<file path="src/hw/rtl/rkc_sqrt.sv">
// Pipelined integer square root, one root bit per stage, with sideband.
module rkc_sqrt #(
    parameter int XW = 64,
    parameter int SW = 1,
    localparam int RW = XW / 2,
    localparam int EW = RW + 2
) (
    input  logic          i_clk,
    input  logic          i_rst_n,
    input  logic          i_en,
    input  logic          i_vld,
    input  logic [XW-1:0] i_rad,
    input  logic [SW-1:0] i_sb,
    output logic          o_vld,
    output logic [RW-1:0] o_root,
    output logic [SW-1:0] o_sb
);

    logic          r_vld  [RW];
    logic [XW-1:0] r_rad  [RW];
    logic [EW-1:0] r_rem  [RW];
    logic [RW-1:0] r_root [RW];
    logic [SW-1:0] r_sb   [RW];

    for (genvar k = 0; k < RW; k++) begin : g_stage
        logic          s_vld;
        logic [XW-1:0] s_rad;
        logic [EW-1:0] s_rem;
        logic [RW-1:0] s_root;
        logic [SW-1:0] s_sb;
        logic [EW+1:0] cand;
        logic [EW+1:0] trial;
        logic [EW+1:0] diff;
        logic          take;

        if (k == 0) begin : g_first
            assign s_vld  = i_vld;
            assign s_rad  = i_rad;
            assign s_rem  = '0;
            assign s_root = '0;
            assign s_sb   = i_sb;
        end else begin : g_next
            assign s_vld  = r_vld[k-1];
            assign s_rad  = r_rad[k-1];
            assign s_rem  = r_rem[k-1];
            assign s_root = r_root[k-1];
            assign s_sb   = r_sb[k-1];
        end

        // Bring down two radicand bits and test the next root bit.
        assign cand  = {s_rem, s_rad[XW-1:XW-2]};
        assign trial = (EW+2)'({s_root, 2'b01});
        assign diff  = cand - trial;
        assign take  = cand >= trial;

        always_ff @(posedge i_clk) begin
            if (!i_rst_n) begin
                r_vld[k] <= 1'b0;
            end else if (i_en) begin
                r_vld[k] <= s_vld;
            end
        end

        always_ff @(posedge i_clk) begin
            if (i_en) begin
                r_rad[k]  <= s_rad << 2;
                r_rem[k]  <= take ? diff[EW-1:0] : cand[EW-1:0];
                r_root[k] <= {s_root[RW-2:0], take};
                r_sb[k]   <= s_sb;
            end
        end
    end

    assign o_vld  = r_vld[RW-1];
    assign o_root = r_root[RW-1];
    assign o_sb   = r_sb[RW-1];

endmodule

</file>
<file path="config.mk">
export PLATFORM = sky130hd
export DESIGN_NAME = rkc_sqrt
export DESIGN_NICKNAME = d
export VERILOG_FILES = /design/src/hw/rtl/rkc_sqrt.sv
export SDC_FILE = /design/constraint.sdc
export NUM_CORES = 2
export LEC_CHECK = 0
export ABC_AREA = 0
export ABC_CLOCK_PERIOD_IN_PS = 3100
export BUFFER_PORTS_ARGS = -buffer_cell sky130_fd_sc_hd__buf_2
export CORE_MARGIN = 2
export CORE_UTILIZATION = 30
export CTS_BUF_LIST = sky130_fd_sc_hd__clkbuf_8
export DETAILED_ROUTE_END_ITERATION = 16
export GPL_TIMING_DRIVEN = 0
export MAX_ROUTING_LAYER = met4
export SKIP_LAST_GASP = 1
export SYNTH_ARGS = -nofsm -noshare
export SYNTH_HDL_FRONTEND = slang
export SYNTH_MEMORY_MAX_BITS = 65536
export SYNTH_SLANG_ARGS = --single-unit
</file>
<file path="constraint.sdc">
create_clock -name i_clk -period 3.1 [get_ports i_clk]
set_input_delay 0.155 -clock i_clk [delete_from_list [all_inputs] [get_ports i_clk]]
set_output_delay 0.155 -clock i_clk [all_outputs]
set_load 0.005 [all_outputs]
</file>
==> run_results.csv <==
group,metric,value,unit
run_status,status,"finished, violations left",
run_status,violations,"negative hold slack, negative setup slack",
clocking,cts_root_buf,"clkbuf_8",
routing,initialDrtViolationCount,4905,
die,rows,231,
clocking,cts.path.max_buffers,4,
timing,final-max-slew-violation-count,0,
pwr,total_power,100.1,mW
critical_path,r2r_start,"r_rem[7][57]$_DFFE_PP_",
die,top_level_ports,103,
critical_path,crit_family,"simple AND/OR/NAND/NOR gates",
routing,avgRoutedWirePerCell,16.00,um
critical_path,worstPathArrival,4.38,ns
critical_path,r2r_setup_slack,-0.50,ns
timing,worst_slack,-0.5025,ns
critical_path,rr_endpoint,"r_rem[7][72]$_DFFE_PP_",
yosys,postSynthAreaPerCell,13.05,sq um
hold_path,worstHoldPathCells,1,
timing,fin_setup_tns,-30.94,ns
grt,grt_pass1_wl,391000,um
timing,fmax,0.2776,GHz
pwr,max-vdd-ir-drop,0.3666,mV
clocking,postCtsHoldBufs,135,
die,die_w,634.7,um
timing,hold_viol,162,
yosys,yosys_warnings,0,
timing,slew-limit-headroom,31.13,%
placement,place_congestion,0.9318,
timing,skew,0.1107,ns
yosys,synth_top_area_share,65.07,%
yosys,ys.flop_type,"edfxtp_1",
yosys,synth_cells,9146,
pwr,p_leak,56.81,nW
critical_path,crit_type,"reg2reg",
critical_path,cp_slowest_cell,"nor4_1",
yosys,synth_edf_count,2586,
die,core_area,396000,sq um
routing,post_drt_via_cell_ratio,4.634,
pwr,p_per_area,672.2,nW/um^2
finish,layout.cells.non_filler,15940,
clocking,numCtsBuffers,454,
hold_path,hold_class,"in2reg",
routing,drtAntennaViolNets,0,
clocking,clk_pin_slew_worst_paths,0.06,ns
timing,period_share,116.2,%
die,die_area,402900,sq um
routing,vias,73860,
finish,fin_nets,10958,
yosys,syn-cell-area,119300,sq um
clocking,clock_sinks,2587,
clocking,htreeDepth,5,
die,die_h,634.7,um
timing,setup_violations,198,
critical_path,endpoint_kind,"register",
placement,portBuffers,102,
critical_path,crit_fanout,7,
yosys,synth_area_leaders,"edfxtp_1 65%, ha_1 5.9%, xnor2_1 3.1%, xor2_1 3.0%, a21oi_1 2.5%",
grt,grt_pass1_vias,73350,
timing,layout_min_cycle_time,3.603,ns
finish,fill_cells,37722,
timing,rsz0062_at_grt,"true",
yosys,yosysTopAreaCell,"edfxtp_1",
hold_path,holdCritStartpoint,"i_en",
routing,drt_wl_total,255100,um
finish,syn2layout_area_growth,24.80,%
die,start_util,30.14,%
grt,grt_max_degree,183,
placement,place_inst,14506,
finish,drive_gt1_share,22.09,%
hold_path,hold-path-endpoint,"r_rad[0][21]$_DFFE_PP_",
critical_path,rr_worst_depth,12,
routing,drtPass1Iterations,6,
critical_path,cp-start-kind,"register",
flow_run,max-cap-violations,0,
critical_path,critical_path.cell_chain,"ha_1 > clkbuf_1 > nand2_1 > nor2_1 > nand4_1 > or2_2 > nor4_1 > a21oi_1 > nand2_4 > buf_12 > buf_6 > mux2_2",
critical_path,critPathMaxStageDelay,0.48,ns
clocking,clock_latency,1.16,ns
timing,fin_hold_ws,-0.3779,ns
grt,gr-total-overflow,0,
yosys,ys_ff_latch,2587,
grt,track_usage,12.35,%
yosys,seq_area_frac_synth,65.08,%
timing,tightest_slew,1.033,ns
clocking,cts_tree,"done",
yosys,yosysUniqueCellTypes,92,
critical_path,path_buf_inv,3,
placement,dp_hpwl,164900,um
routing,drc,0,
yosys,syn-num-nets,9777,
grt,antenna_found_initial,3,
yosys,async_flop_share,0,%
critical_path,cp_data_required_time,3.88,ns
[through the flow]
stage	utilization, %	setup WS [ns]	hold WS, ns	cell area (sq um)
after floorplan	-	0.0007470	0.2539	119500
after global placement	31.96	-40.61	0.3319	126600
after detailed placement	32.07	-2.236	0.3331	127000
after CTS	36.37	-0.4006	-0.4581	144000
after global routing	37.62	-0.5936	-0.3997	148900
final	37.62	-0.5025	-0.3779	148900
[worst register-to-register path, delay by kind of cell, from the launching register on]
family,cells,cell delay [ns]
DFF,1,0.43
AOI/OAI and AO/OA,1,0.29
muxes,1,0.34
buffers and inverters,3,0.55
and+or+nand+nor,6,1.41
adders and majority gates,1,0.30
[cell usage in the layout, fill, tap and decap left out, types with 37 or more instances in the layout]
| master | Yosys | final |
|---|---|---|
| nor2b_1 | 84 | 78 |
| o21ai_2 | 0 | 65 |
| clkinv_2 | 0 | 58 |
| nor2_1 | 579 | 473 |
| nor3_1 | 225 | 167 |
| xnor2_1 | 426 | 408 |
| a21oi_1 | 601 | 484 |
| nand2b_1 | 122 | 111 |
| o211ai_1 | 39 | 39 |
| xor2_1 | 402 | 400 |
| o21ai_1 | 7 | 60 |
| o21ai_0 | 434 | 291 |
| a21oi_2 | 0 | 109 |
| nand4_1 | 102 | 102 |
| inv_1 | 740 | 859 |
| nand3_1 | 126 | 104 |
| and3_1 | 76 | 65 |
| clkinv_1 | 1 | 107 |
| dlygate4sd3_1 | 0 | 135 |
| o21a_1 | 104 | 103 |
| o31ai_1 | 65 | 37 |
| or2_2 | 48 | 43 |
| o21bai_1 | 60 | 55 |
| edfxtp_1 | 2586 | 2586 |
| buf_12 | 0 | 41 |
| nor4_1 | 114 | 62 |
| nor2_2 | 0 | 44 |
| mux2_2 | 68 | 48 |
| buf_2 | 18 | 108 |
| buf_4 | 5 | 426 |
| buf_6 | 2 | 65 |
| a21o_1 | 271 | 270 |
| or3_1 | 92 | 73 |
| nand2_1 | 572 | 515 |
| ha_4 | 0 | 87 |
| ha_1 | 562 | 439 |
| clkbuf_8 | 0 | 469 |
| nor2_4 | 0 | 62 |
[report_power, final]
group	switching [mW]	internal [mW]	total (mW)
Clock	14.3	16.1	30.5
Sequential	2.75	44.1	46.8
Combinational	12.4	10.4	22.8
[layout make-up]
type / instances / area [sq um] / share of cell area [%]
clock buffer: 458 / 6304 / 4.232
sequential: 2587 / 77670 / 52.15
antenna: 3 / 7.507 / 0.005040
clock inverter: 366 / 2425 / 1.628
multi-input combinational: 5643 / 44820 / 30.09
buffer: 127 / 1320 / 0.8862
inverter: 745 / 2838 / 1.905
tap: 5242 / 6559 / 4.403
timing repair buffer: 769 / 6998 / 4.698
[synth_stat cells (12+ instances only)]
library cell / n
a21oi_1: 601
and2_1: 22
and3_1: 76
inv_1: 740
nor4b_1: 12
o21a_1: 104
a2111oi_0: 18
a211o_1: 13
a211oi_1: 40
ha_1: 562
nor4_1: 114
o21ai_0: 434
buf_1: 14
nand2b_1: 122
nor3_1: 225
a21o_1: 271
or3_1: 92
nand3b_1: 30
nor2_1: 579
or4_1: 52
buf_2: 18
nand3_1: 126
nor3b_1: 15
edfxtp_1: 2586
xnor2_1: 426
nand4_1: 102
a21boi_0: 20
xor2_1: 402
clkbuf_1: 132
nand4b_1: 17
nand2_1: 572
and4_1: 15
o21bai_1: 60
o211ai_1: 39
or2_2: 48
nor2b_1: 84
mux2_2: 68
a31oi_1: 41
o31ai_1: 65
[per-layer routing]
metal | vias up | GRT usage, % | share of wire (%)
li1 | 36318 | - | -
met1 | 35310 | 14.20 | 41
met3 | 700 | 1.967 | 4.1
met2 | 1532 | 20.43 | 48
met4 | 0 | 7.221 | 5.9
met5 | - | - | 0
[flip-flops by register name (all words and copies together), names as in the netlist]
name	count
r_rad	992
r_vld	32
r_sb	32
r_rem	1003
r_root	528
[timing repair]
action                                 4_1_cts  5_1_grt
endpoints found under the hold margin      291      162
resized for setup                         1004      780
setup endpoints to repair                  971     1184
buffers inserted                           295      205
cloned                                      18       12
pin swaps                                  213      294
[logic make-up after synthesis]
logic type / synth area share, %
xor gates and xnor gates: 6.076
muxes: 0.7433
DFF: 65.08
adders and majority gates: 5.892
buffers and inverters: 2.928
and+or+nand+nor: 9.680
AOI/OAI and AO/OA: 9.594
other: 0.003142
[how the worst max path moves through the flow]
stage	end	depth (start not counted)	start	slack, ns
CTS	r_rem[7][83]$_DFFE_PP_	14	r_root[29][5]$_DFFE_PP_	-0.40
global route	r_rem[7][83]$_DFFE_PP_	14	r_root[29][5]$_DFFE_PP_	-0.59
detailed placement	r_rem[7][69]$_DFFE_PP_	13	r_rem[7][45]$_DFFE_PP_	-2.24
global placement	r_vld[0][3]$_DFFE_PP_	2	i_en	-40.61
finish	r_rem[7][72]$_DFFE_PP_	12	r_rem[7][57]$_DFFE_PP_	-0.50
floorplan	r_rem[0][127]$_DFFE_PP_	11	r_rem[0][90]$_DFFE_PP_	0.0007
No activity file was read; power rests on OpenSTA's default activity.
